===== config.mk =====
export PLATFORM = sky130hd
export DESIGN_NAME = half_step_stepper_sequencer_unit
export DESIGN_NICKNAME = d
export VERILOG_FILES = /design/src/hss_pkg.sv /design/src/half_step_stepper_sequencer_unit.sv
export SDC_FILE = /design/constraint.sdc
export NUM_CORES = 1
export LEC_CHECK = 0
export ABC_AREA = 1
export BUFFER_PORTS_ARGS = -buffer_cell sky130_fd_sc_hd__buf_4
export CAP_MARGIN = 20
export CORE_ASPECT_RATIO = 0.75
export CORE_MARGIN = 3
export CORE_UTILIZATION = 40
export CTS_BUF_LIST = sky130_fd_sc_hd__clkbuf_4 sky130_fd_sc_hd__clkbuf_8
export DETAILED_ROUTE_END_ITERATION = 7
export MAX_ROUTING_LAYER = met4
export PLACE_DENSITY = 0.65
export SLEW_MARGIN = 20
export SYNTH_ARGS = -nofsm -noshare
export SYNTH_HDL_FRONTEND = slang
export SYNTH_SLANG_ARGS = --single-unit

===== constraint.sdc =====
create_clock -name i_clk -period 3.3 [get_ports i_clk]
set_clock_uncertainty 0.15 [all_clocks]
set_input_delay 0.165 -clock i_clk [delete_from_list [all_inputs] [get_ports i_clk]]
set_output_delay 0.165 -clock i_clk [all_outputs]
set_load 0.005 [all_outputs]

===== src/hss_pkg.sv =====
// ----------------------------------------------------------------------------
// hss_pkg
// types, constants and the half-step coil table for the stepper sequencer
// ----------------------------------------------------------------------------
`timescale 1ns / 1ps

package hss_pkg;

    localparam int HSS_DELAY_WIDTH = 24;
    localparam int HSS_CFG_WIDTH   = 24;
    localparam int HSS_POS_WIDTH   = 16;
    localparam int HSS_COIL_WIDTH  = 4;

    localparam logic [HSS_CFG_WIDTH-1:0] HSS_DELAY_RESET = 24'd117;
    localparam logic [HSS_POS_WIDTH-1:0] HSS_SPT_RESET   = 16'd8;

    typedef enum logic {
        REG_STEP_DELAY     = 1'b0,
        REG_STEPS_PER_TURN = 1'b1
    } t_reg_index;

    localparam logic MODE_TICK = 1'b0;
    localparam logic MODE_MOVE = 1'b1;

    typedef logic [HSS_POS_WIDTH-1:0]  t_pos;
    typedef logic [HSS_COIL_WIDTH-1:0] t_coil;

    function automatic t_coil hss_coil_lookup(input logic [2:0] phase);
        t_coil coil;
        case (phase)
            3'd0: coil = 4'h1;
            3'd1: coil = 4'h3;
            3'd2: coil = 4'h2;
            3'd3: coil = 4'h6;
            3'd4: coil = 4'h4;
            3'd5: coil = 4'hC;
            3'd6: coil = 4'h8;
            3'd7: coil = 4'h9;
            default: coil = 4'h0;
        endcase
        return coil;
    endfunction

endpackage


===== src/half_step_stepper_sequencer_unit.sv =====
// ----------------------------------------------------------------------------
// half_step_stepper_sequencer_unit
// four-wire half-step stepper sequencer: move requests and time ticks in,
// one coil/position/status result out per request
// ----------------------------------------------------------------------------
// A mode 1 request loads the remaining step count with the magnitude of
// i_move_steps (the sign sets direction, zero cancels the move and keeps the
// direction); a mode 0 request is one time tick that may take one step once
// step_delay_ticks ticks have passed. Every request gives exactly one result.
// The block takes one request per clock while the output side does not stall;
// a request passes from the input register through the update logic into the
// result register, which loads only while the output side can take a result.
// The step counters, elapsed-time counter and coil state all update in that
// single update stage. Configuration (index 0: step delay in ticks, index 1:
// steps per turn) is written on i_cfg_we and must only change while no request
// is in flight.
`timescale 1ns / 1ps

module half_step_stepper_sequencer_unit
    import hss_pkg::*;
#(
    parameter int DELAY_WIDTH = HSS_DELAY_WIDTH
) (
    input  logic                     i_clk,
    input  logic                     i_rst_n,
    input  logic                     i_in_valid,
    output logic                     o_in_ready,
    input  logic                     i_mode,
    input  logic signed [15:0]       i_move_steps,
    output logic                     o_out_valid,
    input  logic                     i_out_ready,
    output logic [3:0]               o_coil_pattern,
    output logic [15:0]              o_position,
    output logic [15:0]              o_remaining,
    output logic                     o_stepped,
    output logic                     o_busy_res,
    input  logic                     i_cfg_we,
    input  logic                     i_cfg_index,
    input  logic [HSS_CFG_WIDTH-1:0] i_cfg_data
);

    localparam int CMP_WIDTH = (DELAY_WIDTH > HSS_CFG_WIDTH) ? DELAY_WIDTH : HSS_CFG_WIDTH;

    logic [HSS_CFG_WIDTH-1:0] r_step_delay;
    t_pos                     r_steps_per_turn;

    logic                     r_in_vld;
    logic                     r_in_mode;
    logic signed [15:0]       r_in_move;

    t_pos                     r_position;
    t_pos                     r_remaining;
    logic                     r_forward;
    logic [DELAY_WIDTH-1:0]   r_elapsed;
    t_coil                    r_coil;

    t_pos                     n_position;
    t_pos                     n_remaining;
    logic                     n_forward;
    logic [DELAY_WIDTH-1:0]   n_elapsed;
    t_coil                    n_coil;
    logic                     n_stepped;

    logic                     r_out_vld;
    t_coil                    r_out_coil;
    t_pos                     r_out_position;
    t_pos                     r_out_remaining;
    logic                     r_out_stepped;
    logic                     r_out_busy;

    logic                     advance;
    logic [DELAY_WIDTH-1:0]   elapsed_inc;
    logic                     delay_reached;
    t_pos                     move_mag;
    t_pos                     pos_up;
    t_pos                     pos_base;

    // configuration registers
    always_ff @(posedge i_clk) begin
        if (!i_rst_n) begin
            r_step_delay     <= HSS_DELAY_RESET;
            r_steps_per_turn <= HSS_SPT_RESET;
        end else if (i_cfg_we) begin
            case (t_reg_index'(i_cfg_index))
                REG_STEP_DELAY:     r_step_delay     <= i_cfg_data;
                REG_STEPS_PER_TURN: r_steps_per_turn <= i_cfg_data[HSS_POS_WIDTH-1:0];
                default: ;
            endcase
        end
    end

    assign advance    = !r_out_vld || i_out_ready;
    assign o_in_ready = !r_in_vld || advance;

    // input register
    always_ff @(posedge i_clk) begin
        if (!i_rst_n) begin
            r_in_vld <= 1'b0;
        end else if (o_in_ready) begin
            r_in_vld <= i_in_valid;
        end
    end

    always_ff @(posedge i_clk) begin
        if (o_in_ready && i_in_valid) begin
            r_in_mode <= i_mode;
            r_in_move <= i_move_steps;
        end
    end

    // update logic
    assign elapsed_inc   = (&r_elapsed) ? r_elapsed : r_elapsed + 1'b1;
    // a delay beyond the counter range behaves as the counter maximum
    assign delay_reached = (CMP_WIDTH'(elapsed_inc) >= CMP_WIDTH'(r_step_delay))
                        || (&elapsed_inc);
    assign move_mag      = r_in_move[15] ? t_pos'(16'd0 - r_in_move) : t_pos'(r_in_move);
    assign pos_up        = r_position + 1'b1;
    assign pos_base      = (r_position == '0) ? r_steps_per_turn : r_position;

    always_comb begin
        n_position  = r_position;
        n_remaining = r_remaining;
        n_forward   = r_forward;
        n_elapsed   = r_elapsed;
        n_coil      = r_coil;
        n_stepped   = 1'b0;
        if (r_in_mode == MODE_MOVE) begin
            n_remaining = move_mag;
            if (r_in_move[15]) begin
                n_forward = 1'b0;
            end else if (r_in_move != '0) begin
                n_forward = 1'b1;
            end
        end else begin
            n_elapsed = elapsed_inc;
            if ((r_remaining != '0) && delay_reached) begin
                n_elapsed   = '0;
                n_stepped   = 1'b1;
                n_remaining = r_remaining - 1'b1;
                if (r_forward) begin
                    n_position = (pos_up == r_steps_per_turn) ? '0 : pos_up;
                end else begin
                    n_position = pos_base - 1'b1;
                end
                n_coil = hss_coil_lookup(n_position[2:0]);
            end
        end
    end

    always_ff @(posedge i_clk) begin
        if (!i_rst_n) begin
            r_position  <= '0;
            r_remaining <= '0;
            r_forward   <= 1'b0;
            r_elapsed   <= '0;
            r_coil      <= '0;
            r_out_vld   <= 1'b0;
        end else if (advance) begin
            r_out_vld <= r_in_vld;
            if (r_in_vld) begin
                r_position  <= n_position;
                r_remaining <= n_remaining;
                r_forward   <= n_forward;
                r_elapsed   <= n_elapsed;
                r_coil      <= n_coil;
            end
        end
    end

    // result register
    always_ff @(posedge i_clk) begin
        if (advance && r_in_vld) begin
            r_out_coil      <= n_coil;
            r_out_position  <= n_position;
            r_out_remaining <= n_remaining;
            r_out_stepped   <= n_stepped;
            r_out_busy      <= (n_remaining != '0);
        end
    end

    assign o_out_valid    = r_out_vld;
    assign o_coil_pattern = r_out_coil;
    assign o_position     = r_out_position;
    assign o_remaining    = r_out_remaining;
    assign o_stepped      = r_out_stepped;
    assign o_busy_res     = r_out_busy;

endmodule


# Word-level counts from Yosys, hierarchy flattened
# Memories as Yosys holds them, arrays and structs flattened.
# Cells that the tools add are included.
[op_classes]
n_reduce_logical = 20
mux = 17
n_bitwise = 2
n_addsub = 5
eq_ne = 1
order_cmp = 1
[ops]
columns = ["operator", "count"]
rows = [
  ["$mux 16", 10],
  ["$mux 24", 2],
  ["$reduce_and 24->1", 2],
  ["$reduce_bool 16->1", 3],
  ["$sub 16x1->16 const B", 2],
  ["$add 24x1->24 const B", 1],
  ["$ge 24x24->1", 1],
  ["$add 16x1->16 const B", 1],
  ["$eq 16x16->1", 1],
  ["$logic_not 16->1", 1],
  ["$sub 1x16->16 const A", 1],
  ["$mux 4", 2],
  ["$reduce_and 2->1", 3],
  ["$reduce_and 4->1", 1],
  ["$logic_and 1x1->1", 3],
  ["$logic_or 1x1->1", 3],
  ["$mux 1", 3],
  ["$reduce_and 3->1", 1],
  ["$logic_not 1->1", 2],
  ["$not 1->1", 2],
  ["$reduce_bool 2->1", 1],
]
[totals]
ff_bits = 158
in_bits = 47
n_memories = 1
wordCells = 63
out_inout_bits = 40
rom_bits = 32
[mem_list]
columns = ["memory", "depth", "width", "rd", "rd_clocked_by_memory_dff", "write_ports", "line_no", "text"]
rows = [
  ["(name not given)", 8, 4, 1, 0, 0, "hss_pkg.sv:30", "case (phase)"],
]

# Depth between registers and ports, before layout
# Gate-level depths: netlist of run 1.
# An unclocked memory read counts as a cell.
[depth]
ltp_word = 10
depth_mapped = 28

# Least setup slack after synthesis of run 1
# No wires, ideal clock.
[synth_timing]
path_kind = "reg2reg"
start = "register r_elapsed[1]"
end = "register r_out_coil[2], in the netlist o_coil_pattern[2], data pin"
slack_ns = -0.313
t_arrival_ns = 3.211
setup_time_ns = 0.252
path_stages_with_launch = 24
period_less_slack_ns = 3.613
t_required_ns = 2.898
cell_sequence = "dfxtp_1 ha_1 buf_2 inv_2 nor2_2 nand2_2 nor2_4 nand2_1 clkbuf_1 clkbuf_1 nand2_1 ha_1 a21oi_1 o21ai_0 a21oi_1 o211ai_1 a21oi_1 nand2_2 nand2_2 nor2_4 buf_4 or2_2 nand3_1 inv_1"
[synth_via]
elab_chain_len = 7
[synth_lines]
columns = ["item", "line_no", "text"]
rows = [
  ["start, declared", "half_step_stepper_sequencer_unit.sv:54", "logic [DELAY_WIDTH-1:0] r_elapsed;"],
  ["start signal, assigned", "half_step_stepper_sequencer_unit.sv:164", "r_elapsed <= n_elapsed;"],
  ["$add 24x1->24 or $reduce_and 24->1 (tied branches)", "half_step_stepper_sequencer_unit.sv:112", "assign elapsed_inc = (&r_elapsed) ? r_elapsed : r_elapsed + 1'b1;"],
  ["$mux 24 (*)", "half_step_stepper_sequencer_unit.sv:112", ""],
  ["$ge 24x24->1 or $reduce_and 24->1 (tied branches)", "half_step_stepper_sequencer_unit.sv:114, half_step_stepper_sequencer_unit.sv:115", ""],
  ["$logic_or 1x1->1 (*)", "half_step_stepper_sequencer_unit.sv:115", "|| (&elapsed_inc);"],
  ["$logic_and 1x1->1 (*)", "half_step_stepper_sequencer_unit.sv:136", "if ((r_remaining != '0) && delay_reached) begin"],
  ["$mux 4 (*)", "half_step_stepper_sequencer_unit.sv:136", ""],
  ["$mux 4 (*)", "half_step_stepper_sequencer_unit.sv:127", "if (r_in_mode == MODE_MOVE) begin"],
  ["via n_coil[2]", "half_step_stepper_sequencer_unit.sv:61", "t_coil n_coil;"],
  ["end signal, assigned", "half_step_stepper_sequencer_unit.sv:173", "r_out_coil <= n_coil;"],
  ["end, declared", "half_step_stepper_sequencer_unit.sv:65", "t_coil r_out_coil;"],
]
# Mark *: on every way through the listed nets, which the timed path passes. The rest lies on a longest branch.
# A chain may end at the register's enable or synchronous reset.

# Worst setup path in the final report of run 1
[layout_timing]
start = "register r_elapsed[0]"
end = "register r_out_busy, in the netlist o_busy_res, data pin"
[layout_via]
elab_chain_len = 8
[layout_lines]
columns = ["item", "line_no", "text"]
rows = [
  ["$add 24x1->24 or $reduce_and 24->1 (tied branches)", "half_step_stepper_sequencer_unit.sv:112", ""],
  ["$mux 24 (*)", "half_step_stepper_sequencer_unit.sv:112", ""],
  ["$ge 24x24->1 or $reduce_and 24->1 (tied branches)", "half_step_stepper_sequencer_unit.sv:114, half_step_stepper_sequencer_unit.sv:115", ""],
  ["$logic_or 1x1->1 (*)", "half_step_stepper_sequencer_unit.sv:115", ""],
  ["$logic_and 1x1->1 (*)", "half_step_stepper_sequencer_unit.sv:136", ""],
  ["$mux 16 (*)", "half_step_stepper_sequencer_unit.sv:136", ""],
  ["$mux 16 (*)", "half_step_stepper_sequencer_unit.sv:127", ""],
  ["via n_remaining[2]", "half_step_stepper_sequencer_unit.sv:58", "t_pos n_remaining;"],
  ["$reduce_bool 16->1 (*)", "half_step_stepper_sequencer_unit.sv:177", "r_out_busy <= (n_remaining != '0);"],
  ["end signal, assigned", "half_step_stepper_sequencer_unit.sv:177", ""],
  ["end, declared", "half_step_stepper_sequencer_unit.sv:69", "logic r_out_busy;"],
]
# Marked as above.

==> flow_summary_export.csv, run 1 <==
group,metric,value,unit
setup_path,crit_arrival,3.78,ns
detailed_routing,vias_per_cell,5.197,
flow_run,max_cap_violations,0,
detailed_routing,drt_iter0_drc,895,
sta,fmaxAchievable,271.9,MHz
sta,slew_violations,0,
die,dieArea,25580,µm²
sta,worstMarginPinSlew,1.126,ns
grt,grt_pass1_vias,9340,
setup_path,worst_setup_path_start_kind,"flop",
clock_network,cts.path.max_buffers,2,
detailed_routing,wl_per_cell,16.22,µm
sta,finalHoldViolCount,0,
synth,synth_top_family_by_area,"simple AND/OR/NAND/NOR gates",
clock_network,cts_root_buf,"clkbuf_8",
grt,grt_use_total,24.27,%
setup_path,r2r_slack,-0.38,ns
finish,syn2layout_area_growth,50.48,%
power,p_comb_share,24.7,%
detailed_routing,drt_drc_violations_left,0,
sta,fin_tns_setup,-23.57,ns
power,finalPower,4.847,mW
synth,ys_ff_latch,158,
finish,antenna_cells,0,
synth,synth_cell_types,38,
power,clkPwrFrac,29.9,%
setup_path,timing.critical_path.required,3.41,ns
synth,synthAdderAreaFrac,3.964,%
synth,syn-num-nets,1463,
detailed_routing,postRouteAntennaNets,0,
placed_design,dpl-instance-area,11450,µm²
min_path,hold_class,"primary input to flop",
synth,ys_warn_count,0,
clock_network,tritoncts,"yes",
grt,grt_pass1_wl,47920,µm
die,die_w,183.7,µm
placed_design,post-dp-hpwl,21190,µm
power,p_leak,6.367,nW
detailed_routing,dr.pass1.iters,7,
placed_design,place.gp.congestion,0.9517,
detailed_routing,drt-total-wl,32090,µm
die,rows,48,
synth,synth_area_leaders,"dfxtp_1 (22%), edfxtp_1 (17%), nand2_1 (15%)",
synth,synth-xor-area-share,3.078,%
synth,yosys.area.top_type,"dfxtp_1",
finish,instances_no_fill,1978,
outcome,violations,"negative setup slack",
die,design.core.area,23120,µm²
setup_path,critical_path_class,"flop to flop",
setup_path,worstPathMaxFanout,8,
finish,nets,1742,
clock_network,cts_buffers,17,
power,p_sw_share,34.59,%
power,ir_drop,0.0003641,V
sta,fin_ws,-0.3775,ns
power,switching_power,1.676,mW
die,io_pins,87,
sta,min_period,3.677,ns
synth,syn_area_per_cell,6.833,µm²
placed_design,io_buffers,86,
sta,finalSetupViolations,97,
synth,yosys.area_share.simple,29.91,%
clock_network,clkTransAtPathRegs,0.10,ns
synth,synth_cells,1386,
power,p_int,3.170,mW
grt,antenna_found_initial,0,
clock_network,clk_latency,0.50,ns
outcome,outcome,"finished with violations",
sta,finalCritPeriodShare,111.4,%
detailed_routing,num_vias,10279,
die,initial_core_util,40.96,%
setup_path,endpoint_kind,"flop",
finish,fin_area,14250,µm²
grt,grt_overflow_total,0,
placed_design,place_inst,1858,
placed_design,pre_cts_slack,-0.4560,ns
synth,syn-cell-area,9470,µm²
sta,rsz0062_at_grt,"yes",
synth,synth-compound-area-share,14.16,%
power,p_seq_share,45.5,%
power,p_per_area,340.1,nW/µm²
synth,yosys-mux-area-fraction,0,%
grt,grt_max_degree,66,
finish,fillCellCount,1975,
clock_network,clock-sinks,158,
sta,slew-limit-headroom,24.82,%
die,die_h,139.3,µm
finish,layout-drive-gt1-share,34.15,%
clock_network,htree_levels,4,
synth,synth_seq_area_share,39.21,%
synth,synth_top_area_share,21.77,%
sequential cells by signal, indices dropped and copies added (netlist names), 4 cells and up:
name,count
o_coil_pattern,4
r_steps_per_turn,16
r_elapsed,24
r_step_delay,24
r_coil,4
r_in_move,16
r_remaining,16
o_remaining,16
r_position,16
o_position,16
cells in the mapped netlist (all sizes together):
library cell,instances
nand2,377
inv,183
nor2,142
o21ai,127
a21oi,112
dfxtp,103
nand3,103
edfxtp,55
clkbuf,36
ha,30
nor3,24
nand4,22
xor2,14
buf,13
xnor2,9
o211ai,7
or2,4
xnor3,4
a21o,3
nand3b,3
o21bai,3
a31oi,2
clkinv,2
nor4,2
o31ai,2
a21boi,1
a31o,1
and3,1
nor3b,1
final timing paths:
path,startpoint,end,depth (start not counted)
setup / recovery,r_elapsed[0],o_busy_res,26
hold / removal,i_rst_n,r_coil[2],3
setup reg to reg,r_elapsed[0],o_busy_res,26
hold reg to reg,r_step_delay[8],r_step_delay[8],2
routing by layer:
layer  track usage (%)  wire length, µm
met1             33.66            14730
met2             35.63            14520
met3             5.749             2363
met4             6.370              487
met5                 -                0
power groups by stage:
stage | Combinational, mW | Clock (mW) | Sequential [mW]
final | 1.20 | 1.45 | 2.20
after global routing | 1.31 | 1.55 | 2.22
after CTS | 1.07 | 1.47 | 2.20
after detailed placement | 0.949 | 0 | 2.25
after global placement | 0.936 | 0 | 2.24
after floorplan | 0.592 | 0 | 2.22
critical path: stages, from the launching register on:
cell and delay [ns]:
dfxtp_4 0.39, ha_4 0.15, inv_2 0.05, nor2_4 0.11
nand2_2 0.08, nor2_4 0.15, buf_6 0.13, buf_6 0.11
buf_12 0.10, nand3_2 0.05, nand2_1 0.08, nand2_2 0.08
ha_4 0.28, nand3_4 0.08, nor2_4 0.11, nand4_1 0.10
o211ai_1 0.28, a21oi_4 0.08, nand2_8 0.14, buf_12 0.16
nand3_2 0.07, nand2_2 0.08, o21ai_2 0.07, nor2_1 0.12
nand2_1 0.08, nor2_1 0.11, nand2_1 0.06
per-stage QoR:
stage	hold slack, ns	utilization, %
detailed placement	0.1944	49.53
global route	0.03644	61.63
CTS	0.003388	57.18
global placement	0.1929	49.53
floorplan	0.1139	-
finish	0.03334	61.63
layout by cell type, fill, tap and decap left out, types with 56 or more instances in the layout:
cell type / Yosys / layout
o21ai_0: 109 / 84
nand2_2: 3 / 56
a21oi_1: 111 / 70
nor2_1: 136 / 114
nand3_1: 103 / 66
buf_4: 4 / 217
inv_1: 179 / 173
dfxtp_1: 103 / 88
nand2_1: 374 / 283
kinds of logic after synthesis:
family / Yosys count
buf+inv: 234
simple gates: 679
fa+ha+maj: 30
flops: 158
xor+xnor: 27
compound gates: 258
area by class of cell:
class | instances | area, µm² | share of cell area, %
timing repair inverter | 3 | 52.55 | 0.3687
clock buffer | 17 | 234.0 | 1.642
tap | 300 | 375.4 | 2.634
clock inverter | 15 | 143.9 | 1.010
multi-input combinational | 994 | 6257 | 43.91
sequential | 158 | 3750 | 26.31
inverter | 185 | 713.2 | 5.004
timing repair buffer | 306 | 2725 | 19.12
repair_timing:
item / in CTS / in global routing
pin swaps: 22 / 82
hold buffers: 55 / 0
cloned: 7 / 2
buffers inserted: 14 / 16
hold endpoints to repair: 59 / 0
resized for setup: 168 / 222
setup endpoints to repair: 97 / 98
(Power assumes the default switching activity.)
==> run 2, diff against run 1 <==
ABC_AREA = unset   (was 1)
==> flow_summary_export.csv, run 2 <==
group,metric,value,unit
power,finalPower,4.746,mW
synth,synth_cell_types,87,
sta,slew_violations,0,
synth,syn-num-nets,1193,
synth,syn_area_per_cell,8.310,µm²
synth,synth-compound-area-share,19.24,%
die,rows,47,
finish,final_common_cell,"buf_4",
die,die_h,137.9,µm
detailed_routing,wl_per_cell,18.25,µm
die,die_w,181.8,µm
synth,synthArstFlopShare,0,%
clock_network,clock-sinks,158,
detailed_routing,drt-total-wl,32010,µm
outcome,outcome,"finished with violations",
die,dieArea,25070,µm²
synth,syn-cell-area,9274,µm²
finish,instances_no_fill,1754,
synth,synth.most_common_cell,"nand2_1",
detailed_routing,vias_per_cell,5.499,
synth,synthTopCellsByCount,"nand2_1 (191), a21oi_1 (109), dfxtp_1 (103)",
setup_path,timing.critical_path.required,3.38,ns
grt,grt_use_total,25.15,%
grt,grt_overflow_total,0,
setup_path,rr_worst_depth,18,
sta,finalCritPeriodShare,137.2,%
setup_path,r2r_slack,-1.23,ns
synth,synth_area_leaders,"dfxtp_1 (22%), edfxtp_1 (18%), nand2_1 (7.7%)",
clock_network,cts.path.max_buffers,2,
detailed_routing,dr.pass1.iters,6,
sta,slew-limit-headroom,36.61,%
finish,layout-drive-gt1-share,40.00,%
power,ir_drop,0.0002469,V
setup_path,r2r_start,"r_elapsed[12]",
power,p_leak,5.730,nW
finish,layout_common_cells,"buf_4 (281), nand2_1 (175), dfxtp_1 (88)",
placed_design,place.gp.congestion,0.9411,
setup_path,regToRegEndpoint,"o_busy_res",
outcome,violations,"negative setup slack",
detailed_routing,num_vias,9646,
clock_network,htree_levels,4,
synth,yosys-mux-area-fraction,1.228,%
setup_path,crit_arrival,4.61,ns
synth,synth_top_family_by_area,"simple AND/OR/NAND/NOR gates",
finish,syn2layout_area_growth,52.89,%
sta,fmaxAchievable,220.8,MHz
synth,yosys.area.top_type,"dfxtp_1",
clock_network,tritoncts,"yes",
flow_run,max_cap_violations,0,
setup_path,worstPathMaxFanout,7,
detailed_routing,postRouteAntennaNets,0,
clock_network,cts_root_buf,"clkbuf_8",
synth,synth-xor-area-share,7.070,%
setup_path,critical_path_class,"flop to flop",
grt,grt_max_degree,72,
synth,ys.flop_type,"dfxtp_1",
synth,synth_cells,1116,
grt,antenna_found_initial,0,
synth,synth_edf_count,55,
placed_design,place_inst,1598,
placed_design,io_buffers,86,
setup_path,worst_setup_path_start_kind,"flop",
setup_path,cp-endpoint,"o_busy_res",
die,io_pins,87,
detailed_routing,drt_drc_violations_left,0,
sta,finalSetupViolations,98,
placed_design,post-dp-hpwl,20530,µm
synth,ys_ff_latch,158,
grt,grt_pass1_wl,48730,µm
synth,synth_seq_area_share,40.04,%
min_path,hold_class,"primary input to flop",
min_path,whs_path_depth,5,
sta,finalHoldViolCount,0,
finish,largest_registers,"r_elapsed x24, r_step_delay x24",
synth,synthAdderAreaFrac,4.047,%
finish,nets,1524,
sta,fin_ws,-1.228,ns
clock_network,cts_buffers,17,
sta,worstMarginPinSlew,0.9509,ns
synth,ys_warn_count,0,
setup_path,endpoint_kind,"flop",
grt,grt_pass1_vias,9052,
die,initial_core_util,41.39,%
synth,synth_top_area_share,22.23,%
die,design.core.area,22410,µm²
sta,min_period,4.528,ns
sta,rsz0062_at_grt,"yes",
synth,yosys.area_share.simple,22.21,%
power,p_per_area,334.7,nW/µm²
detailed_routing,drt_iter0_drc,695,
clock_network,clk_latency,0.49,ns
finish,antenna_cells,0,
setup_path,critPathLaunch,"r_elapsed[12]",
clock_network,clkTransAtPathRegs,0.10,ns
-- run 2: cell types whose count changed after synthesis, sizes merged, moves of 8 or more --
cell / previous run / this run
a211oi: 0 / 13
buf: 13 / 22
clkbuf: 36 / 52
inv: 183 / 58
mux2i: 0 / 8
nand2: 377 / 192
nand3: 103 / 34
nor2: 142 / 84
nor4: 2 / 14
o21ai: 127 / 47
o22ai: 0 / 11
or3: 0 / 14
xnor2: 9 / 40
xor2: 14 / 34
-- run 2: worst min path at each step --
stage	from	end	slack, ns
after floorplan	i_mode	r_in_mode	0.11
after global placement	i_move_steps[1]	r_in_move[1]	0.19
after detailed placement	i_move_steps[1]	r_in_move[1]	0.19
after CTS	i_cfg_index	r_step_delay[15]	0.06
after global routing	i_cfg_index	r_step_delay[23]	0.08
final	i_cfg_index	r_step_delay[16]	0.07
-- run 2: routing by layer --
layer | vias up | part of all wire [%] | global-route usage, %
met2 | 331 | 46 | 39.73
li1 | 4612 | - | -
met4 | 0 | 1.5 | 5.793
met1 | 4664 | 46 | 34.56
met5 | - | 0 | -
met3 | 39 | 5.6 | 3.618
-- run 2: critical path, stage by stage (launching register included) --
cell and delay, ns:
dfxtp_2 0.33, and4_4 0.20, and4_4 0.20, a211o_1 0.35, or2_4 0.25, xor2_2 0.17, inv_2 0.07, ha_4 0.22
and3_4 0.16, a211oi_2 0.19, o21ai_1 0.10, a221o_1 0.38, a41o_4 0.30, buf_4 0.15, o21ai_4 0.18, nor2_1 0.08
a221o_1 0.35, nor4b_2 0.30, nand3_1 0.12
-- run 2: what timing repair did --
action                                  4_1_cts  5_1_grt
gates cloned                                  5        0
endpoints found under the setup margin       98       98
hold buffers                                 49        0
resized for setup                           144      131
pin swaps                                    61       74
buffers inserted                             38       46
hold endpoints to repair                     70        0
-- run 2: metrics by stage --
stage / cell area, µm² / util [%] / setup TNS, ns / hold WS, ns / worst slack (ns)
finish: 14180 / 63.28 / -87.74 / 0.07273 / -1.228
CTS: 13330 / 59.50 / -71.87 / 0.05595 / -1.099
floorplan: 9465 / - / -81.28 / 0.1139 / -1.189
global placement: 11450 / 51.10 / -82.40 / 0.1931 / -1.199
global route: 14180 / 63.28 / -101.39 / 0.08155 / -1.316
detailed placement: 11450 / 51.10 / -84.88 / 0.1943 / -1.335
-- run 2: cell families after synthesis --
| kind of cell | count (synthesis) |
|---|---|
| buffers and inverters | 135 |
| adders and majority gates | 30 |
| DFF | 158 |
| AOI/OAI and AO/OA | 272 |
| muxes | 11 |
| xor gates and xnor gates | 74 |
| and+or+nand+nor | 436 |
-- run 2: final cells by class --
| type | count | area, µm² |
|---|---|---|
| fillers | 1807 | 8227 |
| clock buffers | 17 | 234.0 |
| well taps | 294 | 367.9 |
| clock inverters | 15 | 205.2 |
| inverters | 61 | 244.0 |
| flip-flops and latches | 158 | 3750 |
| repair buffers | 383 | 3296 |
| multi-input cells | 823 | 6020 |
| repair inverters | 3 | 62.56 |
-- run 2: report_power, final --
group / switching (mW) / leakage, nW / internal [mW] / total, mW
clock: 0.852 / 0.214 / 0.776 / 1.63
sequential: 0.0546 / 1.38 / 2.09 / 2.14
combinational: 0.532 / 4.14 / 0.444 / 0.976
==> run 3, diff against run 2 <==
ABC_AREA = 1   (was unset)
CORE_MARGIN = unset   (was 3)
==> flow_summary_export.csv, run 3 (same netlist as run 1, synthesis figures left out) <==
group,metric,value,unit
outcome,outcome,"finished with violations",
outcome,violations,"design-rule violations, negative setup slack",
detailed_routing,routed-wl-met3,2432,µm
min_path,worstHoldEndpoint,"r_steps_per_turn[1]",
sta,finalHoldViolCount,0,
placed_design,post-dp-hpwl,21240,µm
placed_design,place.gp.congestion,1.025,
finish,antenna_cells,0,
sta,fmaxAchievable,270.3,MHz
power,p_int,3.237,mW
setup_path,crit_slowest_cell,"dfxtp_4",
finish,nets,1760,
detailed_routing,postRouteAntennaNets,0,
die,initial_core_util,40.96,%
finish,largest_registers,"r_elapsed x24, r_step_delay x24",
power,p_leak,6.639,nW
detailed_routing,route.met2.wl,14680,µm
sta,rsz0062_at_grt,"yes",
clock_network,clkTransAtPathRegs,0.10,ns
detailed_routing,vias_per_cell,5.215,
grt,grt_use_total,25.88,%
sta,slew_violations,0,
power,clkPwrFrac,29.8,%
detailed_routing,wirelength_met1,14870,µm
grt,grt_pass1_vias,9324,
setup_path,worst_setup_path_start_kind,"flop",
die,design.core.area,23120,µm²
power,p_comb_share,24.8,%
clock_network,htree_levels,4,
min_path,worstHoldStart,"i_cfg_we",
die,die_w,179.7,µm
setup_path,r2r_slack,-0.40,ns
clock_network,cts.path.max_buffers,2,
power,ir_drop,0.0002706,V
clock_network,cts_buffers,17,
die,rows,48,
setup_path,crit_arrival,3.81,ns
setup_path,endpoint_kind,"flop",
setup_path,r2r_start,"r_elapsed[0]",
detailed_routing,num_vias,10410,
detailed_routing,wl_per_cell,16.32,µm
clock_network,cts_root_buf,"clkbuf_8",
die,die_h,135.3,µm
die,io_pins,87,
finish,multi_input_area,6190,µm²
power,p_sw_share,33.07,%
sta,finalCritPeriodShare,112.1,%
finish,syn2layout_area_growth,51.20,%
sta,whs,0.05779,ns
sta,worstMarginPinSlew,1.267,ns
setup_path,worstPathMaxFanout,10,
setup_path,max_stage_delay,0.37,ns
die,dieArea,24300,µm²
placed_design,place_inst,1866,
finish,fillCellCount,1951,
sta,slew-limit-headroom,15.01,%
setup_path,regToRegEndpoint,"o_busy_res",
sta,fin_ws,-0.4000,ns
detailed_routing,drt_iter0_drc,847,
clock_network,clock-sinks,158,
setup_path,rr_worst_depth,25,
grt,grt_pass1_wl,47980,µm
detailed_routing,drt_drc_violations_left,1,
placed_design,io_buffers,86,
clock_network,clk_latency,0.49,ns
finish,instances_no_fill,1996,
clock_network,tritoncts,"yes",
setup_path,critical_path_class,"flop to flop",
setup_path,worst_path_dominant_cell_family,"simple AND/OR/NAND/NOR gates",
grt,antenna_found_initial,0,
power,p_per_area,337.7,nW/µm²
finish,layout-drive-gt1-share,35.20,%
grt,grt_max_degree,65,
finish,regArea,3752,µm²
sta,finalSetupViolations,98,
detailed_routing,highest_layer,"met4",
power,switching_power,1.599,mW
finish,final_common_cell,"nand2_1",
detailed_routing,drt-total-wl,32570,µm
flow_run,max_cap_violations,0,
min_path,whs_path_depth,4,
setup_path,cp_num_buf_inv,4,
power,p_seq_share,45.5,%
grt,grt_overflow_total,0,
finish,layout_common_cells,"nand2_1 (263), buf_4 (232), inv_1 (175)",
setup_path,timing.critical_path.required,3.41,ns
detailed_routing,dr.pass1.iters,8,
min_path,hold_class,"primary input to flop",
sta,min_period,3.700,ns
sta,fin_tns_setup,-21.62,ns
run 3: cell count changes in the layout (fill, tap and decap cells not counted), moves of 49 or more:
cell,change
inv_1,+124
nand2_1,+88
o21ai_0,+69
buf_4,-49
nand2_2,+63
nand3_1,+62
run 3: power by group through the flow:
| stage | registers, mW | logic [mW] | clock network, mW |
|---|---|---|---|
| final | 2.20 | 1.20 | 1.44 |
| after global routing | 2.21 | 1.31 | 1.55 |
| after CTS | 2.20 | 1.05 | 1.46 |
| after detailed placement | 2.24 | 0.949 | 0 |
| after global placement | 2.24 | 0.940 | 0 |
| after floorplan | 2.22 | 0.592 | 0 |
run 3: metal layers:
layer / global-route usage (%) / up-vias
met5: - / -
met4: 6.992 / 0
met3: 4.812 / 48
met2: 39.37 / 390
met1: 35.27 / 4853
li1: - / 5119
run 3: repair_timing:
action,in CTS,in global routing
setup endpoints to repair,98,98
hold endpoints to repair,59,0
pin swaps,12,44
cloned,2,8
buffers inserted,30,12
resized for setup,136,252
hold buffers,54,0
run 3: worst max-delay path by stage:
stage / start / to / slack [ns] / cells after the start
after floorplan: r_elapsed[1] / o_coil_pattern[2] / 0.007 / 25
after global placement: r_elapsed[10] / o_busy_res / -0.40 / 25
after detailed placement: r_elapsed[10] / o_busy_res / -0.49 / 25
after CTS: r_elapsed[0] / o_busy_res / -0.19 / 24
after global routing: r_elapsed[0] / o_busy_res / -0.55 / 25
final: r_elapsed[0] / o_busy_res / -0.40 / 25
run 3: area by class of cell:
| class | count | share of cell area, % |
|---|---|---|
| sequential | 158 | 26.21 |
| multi-input combinational | 994 | 43.23 |
| clock buffer | 18 | 1.730 |
| tap | 300 | 2.621 |
| timing repair buffer | 327 | 20.40 |
| inverter | 185 | 4.885 |
| clock inverter | 14 | 0.9263 |
run 3: worst min-delay path, delay by kind of cell:
| family | cells | cell delay (ns) |
|---|---|---|
| AOI/OAI and AO/OA | 1 | 0.15 |
| and+or+nand+nor | 1 | 0.05 |
| buffers and inverters | 2 | 0.29 |
run 3: stage by stage:
| stage | utilization, % | total power, mW | setup slack [ns] | cell area, µm² |
|---|---|---|---|---|
| global placement | 49.74 | 3.181 | -0.4041 | 11500 |
| finish | 61.93 | 4.836 | -0.4000 | 14320 |
| global route | 61.93 | 5.070 | -0.5534 | 14320 |
| floorplan | - | 2.816 | 0.007273 | 9628 |
| CTS | 56.76 | 4.711 | -0.1950 | 13120 |
| detailed placement | 49.74 | 3.191 | -0.4879 | 11500 |
